[config.mk]
export PLATFORM = sky130hd
export DESIGN_NAME = crc32_packet_framer_flat
export DESIGN_NICKNAME = d
export VERILOG_FILES = /design/src/rtl/crcfr_pkg.sv /design/src/rtl/crcfr_in_if.sv /design/src/rtl/crcfr_out_if.sv /design/src/rtl/crc32_packet_framer.sv /design/src/flat_wrapper.sv
export VERILOG_INCLUDE_DIRS = /design/src /design/src/rtl
export SDC_FILE = /design/constraint.sdc
export NUM_CORES = 1
export LEC_CHECK = 0
export BUFFER_PORTS_ARGS = -buffer_cell sky130_fd_sc_hd__buf_2
export CAP_MARGIN = 15
export CORE_MARGIN = 1
export CORE_UTILIZATION = 50
export CTS_BUF_LIST = sky130_fd_sc_hd__clkbuf_4 sky130_fd_sc_hd__clkbuf_8
export DETAILED_ROUTE_END_ITERATION = 16
export GPL_ROUTABILITY_DRIVEN = 0
export HOLD_SLACK_MARGIN = 0.02
export PLACE_DENSITY = 0.64
export SETUP_SLACK_MARGIN = 0.05
export SYNTH_ARGS = -nofsm -noshare
export SYNTH_HDL_FRONTEND = slang
export SYNTH_SLANG_ARGS = --single-unit
[constraint.sdc]
create_clock -name clk -period 3.7 [get_ports clk]
set_clock_uncertainty 0.1 [all_clocks]
set_input_delay 0.555 -clock clk [delete_from_list [all_inputs] [get_ports clk]]
set_output_delay 0.555 -clock clk [all_outputs]
set_load 0.01 [all_outputs]
[src/rtl/crc32_packet_framer_macros.svh]
// Assertion macros shared by the framer RTL.
// Each macro expects signals clk and arst_n in the scope where it is used.
`ifndef CRC32_PACKET_FRAMER_MACROS_SVH
`define CRC32_PACKET_FRAMER_MACROS_SVH

`define CRCFR_ASSERT_SAME(label, ante, cons) \
	label: assert property (@(posedge clk) disable iff (!arst_n) (ante) |-> (cons)) \
		else $error("framer check failed");

`define CRCFR_ASSERT_NEXT(label, ante, cons) \
	label: assert property (@(posedge clk) disable iff (!arst_n) (ante) |=> (cons)) \
		else $error("framer check failed");

`endif

[src/rtl/crcfr_pkg.sv]
// Types, constants and the byte-wide CRC-32 update for the packet framer.
// No dependencies.
`default_nettype none
package crcfr_pkg;
	typedef logic [31:0] crc_t;
	typedef logic [3:0]  phase_t;

	localparam crc_t       CRC_POLY    = 32'h04C1_1DB7;
	localparam crc_t       CRC_INIT    = 32'hFFFF_FFFF;
	localparam logic [7:0] FILL_WAKE   = 8'h55;
	localparam logic [7:0] FILL_NORMAL = 8'hFF;
	localparam logic [7:0] HDR_ZERO    = 8'h00;

	// Output sequence positions of one request.
	localparam phase_t PH_HDR0  = 4'd0;
	localparam phase_t PH_HDR1  = 4'd1;
	localparam phase_t PH_FILL0 = 4'd2;
	localparam phase_t PH_FILL3 = 4'd5;
	localparam phase_t PH_DATA  = 4'd6;
	localparam phase_t PH_CRC0  = 4'd7;
	localparam phase_t PH_CRC1  = 4'd8;
	localparam phase_t PH_CRC2  = 4'd9;
	localparam phase_t PH_CRC3  = 4'd10;

	// MSB-first CRC-32 update over one byte.
	function automatic crc_t crc_byte(input crc_t crc, input logic [7:0] b);
		crc_t       c;
		logic [7:0] bs;
		logic       top;
		c  = crc;
		bs = b;
		for (int k = 0; k < 8; k++) begin
			top = c[31] ^ bs[7];
			c   = {c[30:0], 1'b0};
			if (top) begin
				c = c ^ CRC_POLY;
			end
			bs = {bs[6:0], 1'b0};
		end
		return c;
	endfunction
endpackage
`default_nettype wire

[src/rtl/crcfr_in_if.sv]
// Input channel of the packet framer: payload byte requests.
// No dependencies.
`default_nettype none
interface crcfr_in_if;
	logic       valid;
	logic       ready;
	logic [7:0] payload_byte;
	logic       last_byte;
	logic       wake_header;

	modport source (output valid, output payload_byte, output last_byte,
		output wake_header, input ready);
	modport sink (input valid, input payload_byte, input last_byte,
		input wake_header, output ready);
endinterface
`default_nettype wire

[src/rtl/crcfr_out_if.sv]
// Output channel of the packet framer: framed wire bytes.
// No dependencies.
`default_nettype none
interface crcfr_out_if;
	logic       valid;
	logic       ready;
	logic [7:0] out_byte;
	logic       run_end;
	logic       frame_end;

	modport source (output valid, output out_byte, output run_end,
		output frame_end, input ready);
	modport sink (input valid, input out_byte, input run_end,
		input frame_end, output ready);
endinterface
`default_nettype wire

[src/rtl/crc32_packet_framer.sv]
// Top level of the CRC-32 packet framer.
// Depends on crcfr_pkg, crcfr_in_if, crcfr_out_if and crc32_packet_framer_macros.svh.
//
//  channel  | role  | payload
//  ---------+-------+------------------------------------------
//  in_ch    | sink  | payload_byte, last_byte, wake_header
//  out_ch   | source| out_byte, run_end, frame_end
//
// A request is registered with its updated CRC, then emitted one byte per cycle while
// out_ch is not stalled, through the output register: one byte mid-frame, plus 6 bytes
// when it opens a frame and plus 4 bytes when it closes one (at most 11 bytes).
// The next request is taken in the cycle the current one emits its final byte.
// Reset returns the CRC to all ones and closes any open frame.
// A stall on out_ch holds the output register and, once the holding stage is full,
// the input side.
`default_nettype none
`include "crc32_packet_framer_macros.svh"
module crc32_packet_framer (
	input  wire            clk,
	input  wire            arst_n,
	crcfr_in_if.sink       in_ch,
	crcfr_out_if.source    out_ch
);
	import crcfr_pkg::*;

	crc_t       crc_q;
	logic       in_frame_q;

	logic       valid_s1;
	phase_t     phase_s1;
	logic       hdr_s1;
	logic       last_s1;
	logic [7:0] fill_s1;
	logic [7:0] data_s1;
	crc_t       crc_s1;

	logic       out_valid_q;
	logic [7:0] out_byte_q;
	logic       run_end_q;
	logic       frame_end_q;

	logic       in_acc;
	logic       out_ld;
	logic       done;
	crc_t       crc_next;
	crc_t       crc_fin;
	logic [7:0] byte_sel;
	logic       run_sel;
	logic       end_sel;

	assign crc_next = crc_byte(in_frame_q ? crc_q : CRC_INIT, in_ch.payload_byte);
	assign crc_fin  = ~crc_s1;
	assign done     = (phase_s1 == PH_CRC3) || ((phase_s1 == PH_DATA) && !last_s1);
	assign out_ld   = valid_s1 && (!out_valid_q || out_ch.ready);
	assign in_ch.ready = !valid_s1 || (out_ld && done);
	assign in_acc   = in_ch.valid && in_ch.ready;

	always_comb begin
		byte_sel = HDR_ZERO;
		run_sel  = 1'b0;
		end_sel  = 1'b0;
		case (phase_s1) inside
			PH_HDR0, PH_HDR1: begin
				byte_sel = HDR_ZERO;
			end
			[PH_FILL0:PH_FILL3]: begin
				byte_sel = fill_s1;
			end
			PH_DATA: begin
				byte_sel = data_s1;
				run_sel  = !last_s1;
			end
			PH_CRC0: begin
				byte_sel = crc_fin[7:0];
			end
			PH_CRC1: begin
				byte_sel = crc_fin[15:8];
			end
			PH_CRC2: begin
				byte_sel = crc_fin[23:16];
			end
			PH_CRC3: begin
				byte_sel = crc_fin[31:24];
				run_sel  = 1'b1;
				end_sel  = 1'b1;
			end
			default: begin
				byte_sel = HDR_ZERO;
			end
		endcase
	end

	always_ff @(posedge clk or negedge arst_n) begin
		if (!arst_n) begin
			crc_q      <= CRC_INIT;
			in_frame_q <= 1'b0;
		end else if (in_acc) begin
			if (in_ch.last_byte) begin
				crc_q      <= CRC_INIT;
				in_frame_q <= 1'b0;
			end else begin
				crc_q      <= crc_next;
				in_frame_q <= 1'b1;
			end
		end
	end

	always_ff @(posedge clk or negedge arst_n) begin
		if (!arst_n) begin
			valid_s1 <= 1'b0;
			phase_s1 <= PH_DATA;
		end else if (in_acc) begin
			valid_s1 <= 1'b1;
			phase_s1 <= in_frame_q ? PH_DATA : PH_HDR0;
		end else if (out_ld) begin
			if (done) begin
				valid_s1 <= 1'b0;
			end
			phase_s1 <= phase_s1 + phase_t'(1);
		end
	end

	always_ff @(posedge clk) begin
		if (in_acc) begin
			hdr_s1  <= !in_frame_q;
			last_s1 <= in_ch.last_byte;
			fill_s1 <= in_ch.wake_header ? FILL_WAKE : FILL_NORMAL;
			data_s1 <= in_ch.payload_byte;
			crc_s1  <= crc_next;
		end
	end

	always_ff @(posedge clk or negedge arst_n) begin
		if (!arst_n) begin
			out_valid_q <= 1'b0;
		end else if (out_ld) begin
			out_valid_q <= 1'b1;
		end else if (out_ch.ready) begin
			out_valid_q <= 1'b0;
		end
	end

	always_ff @(posedge clk) begin
		if (out_ld) begin
			out_byte_q  <= byte_sel;
			run_end_q   <= run_sel;
			frame_end_q <= end_sel;
		end
	end

	assign out_ch.valid     = out_valid_q;
	assign out_ch.out_byte  = out_byte_q;
	assign out_ch.run_end   = run_end_q;
	assign out_ch.frame_end = frame_end_q;

	`CRCFR_ASSERT_SAME(a_take_only_when_done, in_acc && valid_s1, out_ld && done)
	`CRCFR_ASSERT_SAME(a_phase_range, valid_s1, phase_s1 <= PH_CRC3)
	`CRCFR_ASSERT_SAME(a_header_opens, valid_s1 && (phase_s1 < PH_DATA), hdr_s1)
	`CRCFR_ASSERT_NEXT(a_close_clears, in_acc && in_ch.last_byte, !in_frame_q && (crc_q == CRC_INIT))
endmodule
`default_nettype wire

[src/flat_wrapper.sv]
// flat-port wrapper written by rule: the top's interface ports become plain ports
module crc32_packet_framer_flat import crcfr_pkg::*;
  (clk, arst_n, in_ch_valid, in_ch_payload_byte, in_ch_last_byte, in_ch_wake_header, in_ch_ready, out_ch_valid, out_ch_out_byte, out_ch_run_end, out_ch_frame_end, out_ch_ready);
  crcfr_in_if in_ch_i ();
  crcfr_out_if out_ch_i ();
  input  wire clk;
  input  wire arst_n;
  input wire logic [$bits(in_ch_i.valid)-1:0] in_ch_valid;
  input wire logic [$bits(in_ch_i.payload_byte)-1:0] in_ch_payload_byte;
  input wire logic [$bits(in_ch_i.last_byte)-1:0] in_ch_last_byte;
  input wire logic [$bits(in_ch_i.wake_header)-1:0] in_ch_wake_header;
  output wire logic [$bits(in_ch_i.ready)-1:0] in_ch_ready;
  output wire logic [$bits(out_ch_i.valid)-1:0] out_ch_valid;
  output wire logic [$bits(out_ch_i.out_byte)-1:0] out_ch_out_byte;
  output wire logic [$bits(out_ch_i.run_end)-1:0] out_ch_run_end;
  output wire logic [$bits(out_ch_i.frame_end)-1:0] out_ch_frame_end;
  input wire logic [$bits(out_ch_i.ready)-1:0] out_ch_ready;
  assign in_ch_i.valid = in_ch_valid;
  assign in_ch_i.payload_byte = in_ch_payload_byte;
  assign in_ch_i.last_byte = in_ch_last_byte;
  assign in_ch_i.wake_header = in_ch_wake_header;
  assign in_ch_ready = in_ch_i.ready;
  assign out_ch_valid = out_ch_i.valid;
  assign out_ch_out_byte = out_ch_i.out_byte;
  assign out_ch_run_end = out_ch_i.run_end;
  assign out_ch_frame_end = out_ch_i.frame_end;
  assign out_ch_i.ready = out_ch_ready;
  crc32_packet_framer u_core (.clk(clk), .arst_n(arst_n), .in_ch(in_ch_i), .out_ch(out_ch_i));
endmodule
# Word level (Yosys, flattened, before mapping)
# Cells that the tools add are included.
dict set report word_totals {
  regBits 98
  in_bits 14
  out_inout_bits 12
  elab_cells 88
}
dict set report classes {
  addsub 1
  magnitude_cmp 2
  eq_ne 6
  muxes 31
  bitwise_logic 17
  reduce_logical 19
}
# op n
set ops {}
lappend ops {{27-bit two-way mux} 8}
lappend ops {{14-bit NOT} 8}
lappend ops {{32-bit two-way mux} 2}
lappend ops {{8-bit two-way mux} 7}
lappend ops {{32-bit NOT} 1}
lappend ops {{4-bit == test (second input constant)} 3}
lappend ops {{1-bit two-way mux} 11}
lappend ops {{4-bit by 3-bit == test with 1-bit output (second input constant)} 2}
lappend ops {{4-bit two-way mux} 2}
lappend ops {{1-bit bitwise XOR} 8}
lappend ops {{2-bit nonzero test} 3}
lappend ops {{1-bit logical AND} 5}
lappend ops {{4-bit by 1-bit adder with 4-bit output (second input constant)} 1}
lappend ops {{4-bit by 1-bit == test with 1-bit output (second input constant)} 1}
lappend ops {{4-bit by 2-bit greater-or-equal comparator with 1-bit output (second input constant)} 1}
lappend ops {{4-bit by 3-bit less-or-equal comparator with 1-bit output (second input constant)} 1}
lappend ops {{4-bit logical NOT} 1}
lappend ops {{4-bit OR reduction} 1}
lappend ops {{1-bit logical NOT} 3}
lappend ops {{1-bit logical OR} 3}
lappend ops {{3-bit two-way mux} 1}
lappend ops {{3-bit OR reduction} 1}
lappend ops {{2-bit AND reduction} 1}
lappend ops {{2-bit OR reduction} 1}

# Longest topological paths before layout
# Gate-level depths: netlist (run 1).
dict set report logic_depth {
  word_depth 18
  depth_mapped 11
  ltp_nobuf 8
}

# Worst setup path after synthesis (run 1)
# No wires, ideal clock.
dict set report synth_timing {
  kind {reg-to-reg}
  start {register u_core.phase_s1[2]}
  end {register u_core.crc_q[20]}
  setup_ns 0.069
  arrival_ns 3.166
  t_required_ns 3.531
  slack_ns 0.365
  path_stages_with_launch 10
  path_buffers 2
  period_less_slack_ns 3.335
  cell_sequence {dfstp_2 buf_2 nor2b_1 a21oi_1 o21ai_1 nand2_1 inv_2 clkbuf_1 o21ai_0 nand2_1}
}
dict set report synth_via {
  elab_chain_cells 6
  elab_cells_between_ends 7
  classes_between {2 x eq/ne; 5 x reduce/logical}
}
# item line
set synth_lines {}
lappend synth_lines {{start, declared} crc32_packet_framer.sv:30} ;# phase_t phase_s1;
lappend synth_lines {{start signal, assigned} crc32_packet_framer.sv:114} ;# phase_s1 <= in_frame_q ? PH_DATA : PH_HDR0;
lappend synth_lines {{start signal, assigned} crc32_packet_framer.sv:119} ;# phase_s1 <= phase_s1 + phase_t'(1);
lappend synth_lines {{4-bit by 3-bit == test with 1-bit output} crc32_packet_framer.sv:53} ;# assign done = (phase_s1 == PH_CRC3) || ((phase_s1 == PH_DATA) && !last_s1);
lappend synth_lines {{1-bit logical AND} crc32_packet_framer.sv:53}
lappend synth_lines {{1-bit logical OR *} crc32_packet_framer.sv:53}
lappend synth_lines {{1-bit logical AND *} crc32_packet_framer.sv:55} ;# assign in_ch.ready = !valid_s1 || (out_ld && done);
lappend synth_lines {{1-bit logical OR *} crc32_packet_framer.sv:55}
lappend synth_lines {{named net in_ch_ready} flat_wrapper.sv:12} ;# output wire logic [$bits(in_ch_i.ready)-1:0] in_ch_ready;
lappend synth_lines {{1-bit logical AND *} crc32_packet_framer.sv:56} ;# assign in_acc = in_ch.valid && in_ch.ready;
lappend synth_lines {{named net u_core.in_acc} crc32_packet_framer.sv:42} ;# logic in_acc;
lappend synth_lines {{end signal, assigned} crc32_packet_framer.sv:102} ;# crc_q <= crc_next;
lappend synth_lines {{end, declared} crc32_packet_framer.sv:26} ;# crc_t crc_q;
# The timed path passes the listed nets; every way through them passes the cells marked *.
# A chain may end at the register's enable or synchronous reset.

# Final worst setup path (run 1)
dict set report layout_timing {
  start {register u_core.phase_s1[2]}
  end {register u_core.crc_q[12]}
}
dict set report layout_via {
  elab_chain_cells 6
  elab_cells_between_ends 7
  classes_between {2 x eq/ne; 5 x reduce/logical}
}
# item line
set layout_lines {}
lappend layout_lines {{4-bit by 3-bit == test with 1-bit output} crc32_packet_framer.sv:53}
lappend layout_lines {{1-bit logical AND} crc32_packet_framer.sv:53}
lappend layout_lines {{1-bit logical OR *} crc32_packet_framer.sv:53}
lappend layout_lines {{1-bit logical AND *} crc32_packet_framer.sv:55}
lappend layout_lines {{1-bit logical OR *} crc32_packet_framer.sv:55}
lappend layout_lines {{1-bit logical AND *} crc32_packet_framer.sv:56}
# Mark *: on every way between the ends. The rest lies on a longest branch, timed or not.

==> summary by stage, run 1 <==
Outcome
The flow ran to the end, and the final reports show no timing, DRC or antenna violations.

STA
The worst path uses 76.7% of the clock period. The upper clock frequency limit is between 300 and 400 MHz. The worst path needs between 2 and 3 ns of the cycle, external delays included. The number of max-slew violations in the final report is 0. Summed over all failing endpoints, the final setup total negative slack is 0 ns. The final hold violation count is 0. Headroom to the max-slew limit came out at between 30% and 40%. Setup repair after global routing left no endpoint under its margin. Setup violations remaining at the end of the flow were counted as 0. The transition time at the pin with the least slew margin is between 0.9 and 1 ns.

Yosys
The share of the Yosys chip area taken by registers is a little over half. The cell count after synthesis is just over 400. Yosys printed 0 warnings. After synthesis, the cell types taking the most area are sky130_fd_sc_hd__edfxtp_1, sky130_fd_sc_hd__dfstp_2, sky130_fd_sc_hd__xnor2_1. The synthesized netlist net count is 429. The number of different library cells used by synthesis comes to 32.

The portion of synthesized cell area occupied by the leading cell type is 32.6%. Summed over all instances, the cell type with the most area after synthesis is sky130_fd_sc_hd__edfxtp_1. Summing every instance area after synthesis gives ~4800 um^2.

Each instance of the synthesized netlist takes up on average approximately 12 um^2. Counting flops and latches in the post-synthesis netlist gives 91.

Worst setup path
Walking the worst path, the cells encountered are nor2b_1 > a21oi_1 > o21ai_1 > nand2_1 > inv_2 > nand2b_1 > buf_4 > o22a_1. The capturing point of the worst reg2reg path is u_core.crc_q[12]. The required arrival time at the worst endpoint is just under 4 ns. In this run the critical register-to-register path is launched from u_core.phase_s1[2]. The kind of start point of the critical path is a flop. The largest single stage delay on the critical path is just over 0.6 ns. The worst register-to-register path has a depth of 8. The worst setup path is captured at a flop. The setup check on the worst reg-to-reg path leaves a slack of roughly 0.86 ns. By startpoint and endpoint, the worst setup path is classified as reg2reg.

Among all stages on the critical path, the largest delay is contributed by sky130_fd_sc_hd__dfstp_2. The arrival time of the worst setup path is 3.03 ns. The maximum fanout encountered on the critical timing path is 28.

Die
The vertical die dimension is roughly 100 um. During I/O placement, the number of pins put on the boundary was 26. For this configuration, the core starts out at a cell density of roughly half.

The core region is ~9200 um^2. The floorplan has 35 rows. The die covers around 10000 um^2. The width of the die is 99.9 um.

GRT
In the global route stage, overall resource usage came out at between 20% and 30%. The first global-routing pass estimated roughly 16 mm of wire. The initial antenna violation count is 0. For this run the aggregate overflow at the end of global routing stands at 0. The via count of the first global-routing pass was 2,880. The maximum number of pins on one net before global-route repair is 40.

Place
The number of cells in the design after placement is between 500 and 600. Port buffering added 25 buffers. The wire-length estimate of the detail-placed layout is 7.40 mm. The placed cell area is approximately 5000 um^2.

Clock tree
Once the clock tree was built, the setup fixing pass inserted 0 buffers. Clock-pin slew was measured on the worst setup and hold paths at ~0.1 ns. The quantity of hold-fixing buffers added after cts is 0.

The TritonCTS buffer count is 9. CTS saw about 90 sinks. For the worst-skew pair, the clock arrives at the later sink with an insertion delay of ~0.36 ns. The clock tree synthesis step divided the H-tree into 3 levels. The number of gates resized after cts is 0.

The clock tree from TritonCTS is done. The root buffer cell chosen for the clock tree is sky130_fd_sc_hd__clkbuf_8. No sink is reached through more buffers than the 2 on the longest clock path.

Routing
Dividing the detail-routed wire length by the instance count gives 18.8 um. In this run the remaining antenna-violating nets after routing total 0. The total length of routed wires is roughly 10 mm.

For this block, the via count after detailed routing is about 3,000. The post-detailed-route DRC marker count is 0. The DRC violation total after the first TritonRoute iteration is about 120.

Dividing the detail-routed via count by the number of cells gives about 5.3. The first detailed-routing pass ran for 4 iterations.

Finish
The diode insertion count for antenna repair is 0. The non-filler instance count after layout is 558. The most common cell after layout, fill and taps aside is sky130_fd_sc_hd__xnor2_1.

The design area is about 5200 um^2. The number of nets in the layout is between 400 and 500. The count of fill cells added during filler insertion is between 700 and 800. The synthesis-to-layout area growth is 9.35%.

In the layout the commonest cells are sky130_fd_sc_hd__xnor2_1, sky130_fd_sc_hd__edfxtp_1, sky130_fd_sc_hd__xor2_1, sky130_fd_sc_hd__nand2_1, sky130_fd_sc_hd__dfstp_2. The share of final-layout standard cells stronger than drive strength 1 is between 20% and 30%.

Power and ir drop
Power spread over the standard cell area amounts to 1010 nW/um^2. Across the VDD grid, the largest voltage drop is between 0.3 and 0.4 mV. For this design the static power due to leakage is roughly 1.9 nW.

Run
The number of max-cap violations is 0.

Min path
The worst hold-check path type is in2async.
through the flow:
stage | hold slack [ns] | power (mW) | setup WS (ns) | util, %
after floorplan | 0.159 | 3.88 | 0.365 | -
after global placement | 0.344 | 4.49 | 1.05 | 54.2
after detailed placement | 0.353 | 4.54 | 0.902 | 54.2
after CTS | 0.235 | 5.31 | 0.882 | 56.7
after global routing | 0.273 | 5.60 | 0.652 | 56.7
final | 0.209 | 5.29 | 0.863 | 56.7
routing by layer:
layer / track usage (%) / vias to the layer above / share of wire [%]
met5: 0 / - / 0
met4: 5.43 / 0 / 0.82
met3: 4.39 / 9 / 3.6
met2: 37.7 / 63 / 49
met1: 30.6 / 1453 / 46
li1: - / 1419 / -
kinds of logic after synthesis:
group | share of synthesized area [%]
buf+inv | 3.63
compound gates | 11.2
flops | 53.9
fa+ha+maj | 1.31
xor+xnor | 20.5
simple gates | 9.51
cells in the mapped netlist:
master / n
sky130_fd_sc_hd__a211oi_1: 1
sky130_fd_sc_hd__a21o_1: 1
sky130_fd_sc_hd__a21oi_1: 30
sky130_fd_sc_hd__and2_1: 3
sky130_fd_sc_hd__buf_2: 13
sky130_fd_sc_hd__buf_4: 2
sky130_fd_sc_hd__buf_6: 1
sky130_fd_sc_hd__clkbuf_1: 13
sky130_fd_sc_hd__dfrtp_1: 5
sky130_fd_sc_hd__dfstp_2: 34
sky130_fd_sc_hd__edfxtp_1: 52
sky130_fd_sc_hd__ha_1: 5
sky130_fd_sc_hd__inv_1: 8
sky130_fd_sc_hd__inv_2: 1
sky130_fd_sc_hd__nand2_1: 34
sky130_fd_sc_hd__nand2b_1: 8
sky130_fd_sc_hd__nand3_1: 1
sky130_fd_sc_hd__nand4_1: 1
sky130_fd_sc_hd__nor2_1: 11
sky130_fd_sc_hd__nor2b_1: 21
sky130_fd_sc_hd__nor3_1: 3
sky130_fd_sc_hd__nor3b_1: 8
sky130_fd_sc_hd__o21ai_0: 28
sky130_fd_sc_hd__o21ai_1: 1
sky130_fd_sc_hd__o22a_1: 25
sky130_fd_sc_hd__o31ai_1: 1
sky130_fd_sc_hd__xnor2_1: 54
sky130_fd_sc_hd__xnor2_2: 5
sky130_fd_sc_hd__xnor2_4: 1
sky130_fd_sc_hd__xnor3_1: 3
sky130_fd_sc_hd__xnor3_2: 1
sky130_fd_sc_hd__xor2_1: 35
area by class of cell:
class / count / area (um^2) / area share [%]
repair buffers: 32 / 203 / 3.87
multi-input cells: 281 / 2030 / 38.9
clock buffers: 9 / 124 / 2.37
inverters: 9 / 33.8 / 0.645
flip-flops and latches: 91 / 2580 / 49.3
well taps: 129 / 161 / 3.08
clock inverters: 7 / 100 / 1.91
flip-flops by register name, indices dropped and copies added (netlist names):
register	count
u_core.out_ch.out_byte	8
u_core.last_s1	1
u_core.data_s1	8
u_core.phase_s1	4
u_core.out_ch.frame_end	1
u_core.crc_s1	32
u_core.valid_s1	1
u_core.fill_s1	1
u_core.crc_q	32
u_core.out_ch.valid	1
u_core.out_ch.run_end	1
u_core.in_frame_q	1
worst max-delay path by stage:
stage	start	to	cells past startpoint
after floorplan	u_core.phase_s1[2]	u_core.crc_q[20]	9
after global placement	u_core.phase_s1[2]	u_core.crc_q[2]	8
after detailed placement	u_core.phase_s1[2]	u_core.crc_q[12]	8
after CTS	u_core.phase_s1[2]	u_core.crc_q[12]	8
after global routing	u_core.phase_s1[2]	u_core.crc_q[12]	8
final	u_core.phase_s1[2]	u_core.crc_q[12]	8
critical path, delay by kind of cell (launching register included):
family                 cells  cell delay, ns
AO/OA/AOI/OAI              3            0.55
buffers and inverters      2            0.81
AND/OR/NAND/NOR            3            0.67
flip-flops                 1            0.61
power by group:
part	switching (mW)	internal, mW	leakage, nW
sequential	0.268	1.70	0.893
clock	0.382	0.386	0.108
combinational	1.38	1.17	0.888
total	2.03	3.26	1.89
(Power assumes the default switching activity.)
==> run 2, diff against run 1 <==
Settings changed: PLACE_DENSITY 0.64 to 0.67.
Clock period 3.7 ns to 2.4 ns, I/O delays scaled along.
==> run 2 against run 1 <==
Compared with the run above:
- global-route usage increased by 0.24 points
- cell count increased by 3.6%
- sequential share of layout area decreased by 1.1 points
- largest power group unchanged
- highest routed layer unchanged
==> summary by stage, run 2 (same netlist as run 1, synthesis figures left out) <==
STA
The normalized max-slew margin is 57.3% (was 38.0%). The final hold violation count is 0 (unchanged). The number of max-slew violations in the final report is 0 (unchanged). The time the worst path needs with I/O delays and setup is 2.23 ns (was 2.84 ns).

The setup slack of the critical path after layout was 0.169 ns (was 0.863 ns). The total negative setup slack is 0 ns (unchanged). The setup-violating endpoint count in the final report came to 0 (unchanged). The upper clock frequency limit came to 448 MHz (was 353 MHz).

Unrepaired setup endpoints after global routing: false (unchanged). The transition time at the pin with the least slew margin is 0.640 ns (was 0.931 ns). The final period utilization is 93.0% (was 76.7%).

Finish
The count of fill cells added during filler insertion was 797 (was 788). The most common cell after layout, fill and taps aside is sky130_fd_sc_hd__xnor2_1 (unchanged). The synthesis-to-layout area growth is 11.9% (was 9.35%).

Most frequent cells in the layout: sky130_fd_sc_hd__xnor2_1, sky130_fd_sc_hd__edfxtp_1, sky130_fd_sc_hd__xor2_1, sky130_fd_sc_hd__dfstp_2, sky130_fd_sc_hd__nand2_1 (was sky130_fd_sc_hd__xnor2_1, sky130_fd_sc_hd__edfxtp_1, sky130_fd_sc_hd__xor2_1, sky130_fd_sc_hd__nand2_1, sky130_fd_sc_hd__dfstp_2). The number of nets in the layout is 463 (was 443). The non-filler instance count after layout is 578 (was 558).

The share of the core filled with cells in the final layout is 58.0% (was 56.7%). The diode insertion count for antenna repair came to 0 (unchanged). The share of final-layout standard cells stronger than drive strength 1 came to 24.5% (was 21.0%).

Regs by FF count: u_core.crc_q: 32 flops, u_core.crc_s1: 32 flops (unchanged).

Routing
The routed length per placed instance was 18.2 um (was 18.8 um). The DRC violation total after the first TritonRoute iteration was 261 (was 121). The post-detailed-route DRC marker count is 0 (unchanged). The number of vias in the routed layout is 3,064 (was 2,944). The total length of routed wires came to 10.5 mm (about the same). The number of nets with antenna violations after routing is 0 (unchanged). The iteration count of the initial detailed-routing pass is 4 (unchanged). The via density per instance is 5.30 (was 5.28).

Die
The overall die area was 9970 um^2 (unchanged). The width of the die is 99.9 um (unchanged). The initial cell density of the core is 51.8% (unchanged).

The vertical die dimension came to 99.9 um (unchanged). The count of pins on the block boundary is 26 (unchanged). The number of placement rows is 35 (unchanged). The area of the placeable core is 9240 um^2 (unchanged).

GRT
The aggregate global-route resource usage was 22.8% (was 22.6%). The residual overflow from global routing is 0 (unchanged). The initial antenna violation count came to 0 (unchanged). The maximum number of pins on one net before global-route repair is 51 (was 40). The global-route wire length before repair is 16.7 mm (was 16.4 mm). The via count of the first global-routing pass is 3,059 (was 2,880).

Place
The number of cells in the design after placement came to 559 (was 542). The placement-stage worst setup slack is 0.0895 ns (was 0.902 ns). The number of buffers inserted by port buffering is 25 (unchanged). The sum of net half-perimeters after detailed placement is 7.45 mm (was 7.40 mm).

Clock tree
The clock sink count was 91 (unchanged). The clock slew at the register clock pins of the worst setup and hold paths is 0.10 ns (about the same). The clock tree from TritonCTS is done (unchanged). The clock root buffer is sky130_fd_sc_hd__clkbuf_8 (unchanged). The maximum count of clock buffers along a single path is 2 (unchanged). The TritonCTS buffer count is 9 (unchanged). The H-tree depth reported by CTS is 3 (unchanged).

The clock network latency to the later pin of the worst-skew pair is 0.36 ns (about the same).

Outcome
Result of the run: completed (unchanged).

Worst setup path
Worst-path cell chain: xor2_1 > nand2_2 > xnor2_4 > xnor3_2 > xnor3_1 (was nor2b_1 > a21oi_1 > o21ai_1 > nand2_1 > inv_2 > nand2b_1 > buf_4 > o22a_1). The required arrival time at the worst endpoint is 2.40 ns (was 3.90 ns). The maximum fanout encountered on the critical timing path is 4 (was 28). The critical path class is reg2reg (unchanged). The kind of start point of the critical path is a flop (unchanged). The delay of the slowest cell on the worst path was 0.60 ns (was 0.61 ns). The cell type group with the largest total delay on the critical path is XOR/XNOR gates (was buffers and inverters). The type of element capturing the critical path is a flop (unchanged).

The combined buffer and inverter count along the critical path is 0 (was 2). The cell with the largest stage delay on the worst path is sky130_fd_sc_hd__dfstp_2 (unchanged). The arrival time of the worst setup path was 2.23 ns (was 3.03 ns).

Power and ir drop
The power per cell area is 1520 nW/um^2 (was 1010 nW/um^2). The maximum ir drop on the vdd rail was 0.690 mV (was 0.386 mV). The static leakage came to 1.97 nW (was 1.89 nW).

Run
The number of max-cap violations was 0 (unchanged).

Min path
The worst hold-check path type is in2reg (was in2async).
run 2: cell count changes in the layout (fill, tap and decap cells not counted), sizes merged:
cell	delta
buf	+19
bufinv	-2
dlygate4sd3	+1
clkbuf	+2
run 2: path summary, 6_finish.rpt:
check	start	end	slack, ns	depth (start not counted)
max	u_core.crc_q[31]	u_core.crc_s1[8]	0.17	5
min	in_ch_valid	u_core.valid_s1	0.09	2
max reg2reg	u_core.crc_q[31]	u_core.crc_s1[8]	0.17	5
min reg2reg	u_core.crc_q[20]	u_core.crc_q[20]	0.37	2
max in group asynchronous	arst_n	u_core.crc_q[21]	1.02	3
min in group asynchronous	arst_n	u_core.phase_s1[3]	0.43	2
run 2: where the power goes:
part           internal, mW  switching, mW  leakage, nW  total, mW
Sequential             2.62          0.364        0.893       2.99
Combinational          2.02           2.17        0.989       4.19
Clock                 0.406          0.563       0.0872      0.969
Total                  5.05           3.09         1.97       8.14
run 2: area by class of cell:
class / instances / area [um^2] / area share, %
multi-input cells: 281 / 2040 / 38.0
clock buffers: 11 / 139 / 2.59
repair buffers: 52 / 368 / 6.87
inverters: 9 / 33.8 / 0.631
clock inverters: 5 / 37.5 / 0.701
flip-flops and latches: 91 / 2580 / 48.2
well taps: 129 / 161 / 3.01
run 2: metrics by stage:
step | hold slack [ns] | power (mW) | area [um^2]
global placement | 0.293 | 7.08 | 5150
CTS | 0.0857 | 8.14 | 5340
finish | 0.0920 | 8.14 | 5360
global route | 0.0806 | 8.67 | 5360
floorplan | -0.0356 | 5.98 | 4800
detailed placement | 0.302 | 7.17 | 5150
run 2: metal layers:
layer,vias up,share of wire [%],global-route usage [%],routed length (um)
met4,0,1.3,6.90,136
met3,12,5.4,4.74,565
li1,1464,-,-,-
met1,1514,46,31.6,4840
met5,-,0,0,0
met2,74,47,36.4,4990
run 2: what timing repair did:
action                     4_1_cts  5_1_grt
hold endpoints to repair         5        0
setup endpoints to repair        0        2
gates resized for setup          0        1
setup buffers                    0        2
hold buffers                     1        0
==> run 3, diff against run 2 <==
Settings changed: PLACE_DENSITY 0.67 to 0.64.
Clock period 2.4 ns to 2.1 ns, I/O delays scaled along.
==> run 3 against run 2 <==
Compared with the run above:
- the flow now finishes with violations (negative setup slack)
- critical endpoint is now u_core.crc_q[27]
- combinational power is 46% higher
- largest power group unchanged
- clock power is 7% higher
- worst hold slack worse by 0.041 ns
- non-clock buffer count is 38 higher
- register-to-register slack worse by 0.17 ns
- first-iteration DRC count is 35% lower
- global-route usage is 0.063 points higher
- critical path depth is 3 higher
- core utilization is 6.5 points higher
==> summary by stage, run 3 (same netlist as run 1, synthesis figures left out) <==
Outcome
Result of the run: finished, violations left (was completed). The checks that failed: negative setup slack.

Routing
The DRC violation total after the first TritonRoute iteration came to 170 (was 261). The number of nets with antenna violations after routing is 0 (unchanged). The total length of routed wires is 11.2 mm (was 10.5 mm).

The number of vias in the routed layout came to 3,206 (was 3,064). The iteration count of the initial detailed-routing pass is 4 (unchanged). The post-detailed-route DRC marker count is 0 (unchanged).

The routed length per placed instance is 18.1 um (was 18.2 um). The via density per instance is 5.20 (was 5.30).

Finish
The most common cell after layout, fill and taps aside is sky130_fd_sc_hd__buf_4 (was sky130_fd_sc_hd__xnor2_1). Regs by FF count: u_core.crc_q: 32 flops, u_core.crc_s1: 32 flops (unchanged). The synthesis-to-layout area growth is 24.4% (was 11.9%).

The share of final-layout standard cells stronger than drive strength 1 is 36.3% (was 24.5%). The share of the core filled with cells in the final layout is 64.5% (was 58.0%). The number of nets in the layout is 501 (was 463). Most frequent cells in the layout: sky130_fd_sc_hd__buf_4, sky130_fd_sc_hd__edfxtp_1, sky130_fd_sc_hd__xnor2_1, sky130_fd_sc_hd__dfstp_2 (was sky130_fd_sc_hd__xnor2_1, sky130_fd_sc_hd__edfxtp_1, sky130_fd_sc_hd__xor2_1, sky130_fd_sc_hd__dfstp_2, sky130_fd_sc_hd__nand2_1). The non-filler instance count after layout is 616 (was 578).

The diode insertion count for antenna repair is 0 (unchanged).

STA
The final hold violation count is 0 (unchanged). The upper clock frequency limit is 476 MHz (was 448 MHz). The normalized max-slew margin is 69.2% (was 57.3%). The setup-violating endpoint count in the final report is 2 (was 0).

The transition time at the pin with the least slew margin came to 0.459 ns (was 0.640 ns). The setup slack of the critical path after layout is -0.00286 ns (was 0.169 ns). The total negative setup slack is -0.00309 ns (was 0 ns). The time the worst path needs with I/O delays and setup came to 2.10 ns (was 2.23 ns). Unrepaired setup endpoints after global routing: true (was false).

The final period utilization is 100% (was 93.0%). The number of max-slew violations in the final report is 0 (unchanged).

Worst setup path
The critical path depth came to 8 (was 5). The cell type group with the largest total delay on the critical path is XOR/XNOR gates (unchanged). The maximum fanout encountered on the critical timing path is 5 (was 4). The cell repeated most along the worst path is sky130_fd_sc_hd__buf_4.

The cell with the largest stage delay on the worst path is sky130_fd_sc_hd__dfstp_2 (unchanged). The number of cell instances on the worst register-to-register path is 8 (was 5). The setup slack on the worst flop-to-flop path came to -0.003 ns (was 0.17 ns). The critical path class is reg2reg (unchanged). The kind of start point of the critical path is a flop (unchanged). The delay of the slowest cell on the worst path is 0.62 ns (was 0.60 ns). The capturing point of the worst reg2reg path is u_core.crc_q[27] (was u_core.crc_s1[8]).

The arrival time of the worst setup path is 2.30 ns (was 2.23 ns). The required arrival time at the worst endpoint is 2.30 ns (was 2.40 ns). The startpoint of the most critical register-to-register path was u_core.crc_q[31] (unchanged). Worst-path cell chain: xor2_2 > nand2_2 > xnor2_4 > buf_4 > xor2_1 > buf_4 > xnor2_2 > o22a_1 (was xor2_1 > nand2_2 > xnor2_4 > xnor3_2 > xnor3_1). The combined buffer and inverter count along the critical path is 2 (was 0). The type of element capturing the critical path is a flop (unchanged).

Power and ir drop
The static leakage came to 2.27 nW (was 1.97 nW). The maximum ir drop on the vdd rail came to 0.786 mV (was 0.690 mV). The power per cell area is 1760 nW/um^2 (was 1520 nW/um^2).

GRT
The initial antenna violation count was 0 (unchanged). The aggregate global-route resource usage is 22.9% (was 22.8%). The maximum number of pins on one net before global-route repair is 49 (was 51).

The via count of the first global-routing pass came to 3,117 (was 3,059). The residual overflow from global routing came to 0 (unchanged). The global-route wire length before repair is 16.9 mm (was 16.7 mm).

Clock tree
The clock tree from TritonCTS is done (unchanged). The clock root buffer is sky130_fd_sc_hd__clkbuf_8 (unchanged). The maximum count of clock buffers along a single path is 2 (unchanged). The clock slew at the register clock pins of the worst setup and hold paths is 0.10 ns (about the same). The H-tree depth reported by CTS is 3 (unchanged). The TritonCTS buffer count is 9 (unchanged).

The clock sink count was 91 (unchanged). The clock network latency to the later pin of the worst-skew pair is 0.37 ns (was 0.36 ns).

Die
The count of pins on the block boundary was 26 (unchanged). The width of the die is 99.9 um (unchanged). The initial cell density of the core came to 51.8% (unchanged). The overall die area is 9970 um^2 (unchanged). The vertical die dimension is 99.9 um (unchanged).

The area of the placeable core is 9240 um^2 (unchanged). The number of placement rows is 35 (unchanged).

Min path
The number of cells on the worst hold path is 2 (unchanged). The end point of the worst hold path was u_core.valid_s1 (unchanged). The startpoint of the worst hold path is in_ch_valid (unchanged). The worst hold-check path type is in2reg (unchanged).

Place
The number of buffers inserted by port buffering came to 25 (unchanged). The number of cells in the design after placement is 582 (was 559). The placement-stage worst setup slack is -0.0554 ns (was 0.0895 ns).

The sum of net half-perimeters after detailed placement came to 7.43 mm (was 7.45 mm).

Run
The number of max-cap violations is 0 (unchanged).
[run 3: cell count changes in the layout (fill, tap and decap cells not counted), moves of 4 or more]
cell,previous run,this run
sky130_fd_sc_hd__buf_4,23,54
sky130_fd_sc_hd__xnor2_1,54,38
sky130_fd_sc_hd__xnor2_2,5,17
sky130_fd_sc_hd__o21ai_0,28,17
sky130_fd_sc_hd__o21ai_1,1,11
sky130_fd_sc_hd__buf_6,0,4
sky130_fd_sc_hd__clkinv_1,0,4
sky130_fd_sc_hd__xnor2_4,1,5
[run 3: area by class of cell]
cell class                      count  area, um^2
Inverter                            9        38.8
Timing Repair Buffer               90         711
Clock buffer                       10         131
Multi-Input combinational cell    281        2300
Sequential cell                    91        2580
Fill cell                         698        3280
Tap cell                          129         161
Clock inverter                      6        32.5
[run 3: repair_timing]
item                                    4_1_cts  5_1_grt
endpoints found under the setup margin       37       94
hold buffers                                  1        0
gates resized for setup                      16       39
gates cloned                                  0        1
pin swaps                                     4       13
endpoints found under the hold margin         5        0
buffers inserted                              3       13
[run 3: power by group]
group          internal [mW]  total (mW)  switching, mW
Combinational           3.18        6.11           2.93
Sequential              2.99        3.34          0.348
Clock                  0.432        1.04          0.604
Total                   6.60        10.5           3.89
[run 3: how the worst max path moves through the flow]
stage	startpoint	endpoint
2_1_floorplan	u_core.crc_q[31]	u_core.crc_s1[11]
3_3_place_gp	u_core.crc_q[31]	u_core.crc_q[13]
3_5_place_dp	u_core.phase_s1[1]	u_core.out_ch.out_byte[1]
4_1_cts	u_core.crc_q[31]	u_core.crc_s1[11]
5_1_grt	u_core.crc_q[31]	u_core.crc_s1[12]
6_report	u_core.crc_q[31]	u_core.crc_q[27]
[run 3: stage by stage]
stage / instance area [um^2] / hold slack, ns / total power [mW]
floorplan: 4840 / -0.0806 / 6.86
global placement: 5370 / 0.210 / 8.40
detailed placement: 5370 / 0.216 / 8.49
CTS: 5650 / 0.0365 / 9.78
global route: 5960 / 0.0762 / 11.1
finish: 5960 / 0.0510 / 10.5
[run 3: per-layer routing]
layer  global-route usage [%]  up-vias  routed length, um
met5                        0        -                  0
met4                     8.14        0                100
met3                     2.99       10                524
met2                     35.7       77               5370
met1                     33.1     1585               5180
li1                         -     1534                  -
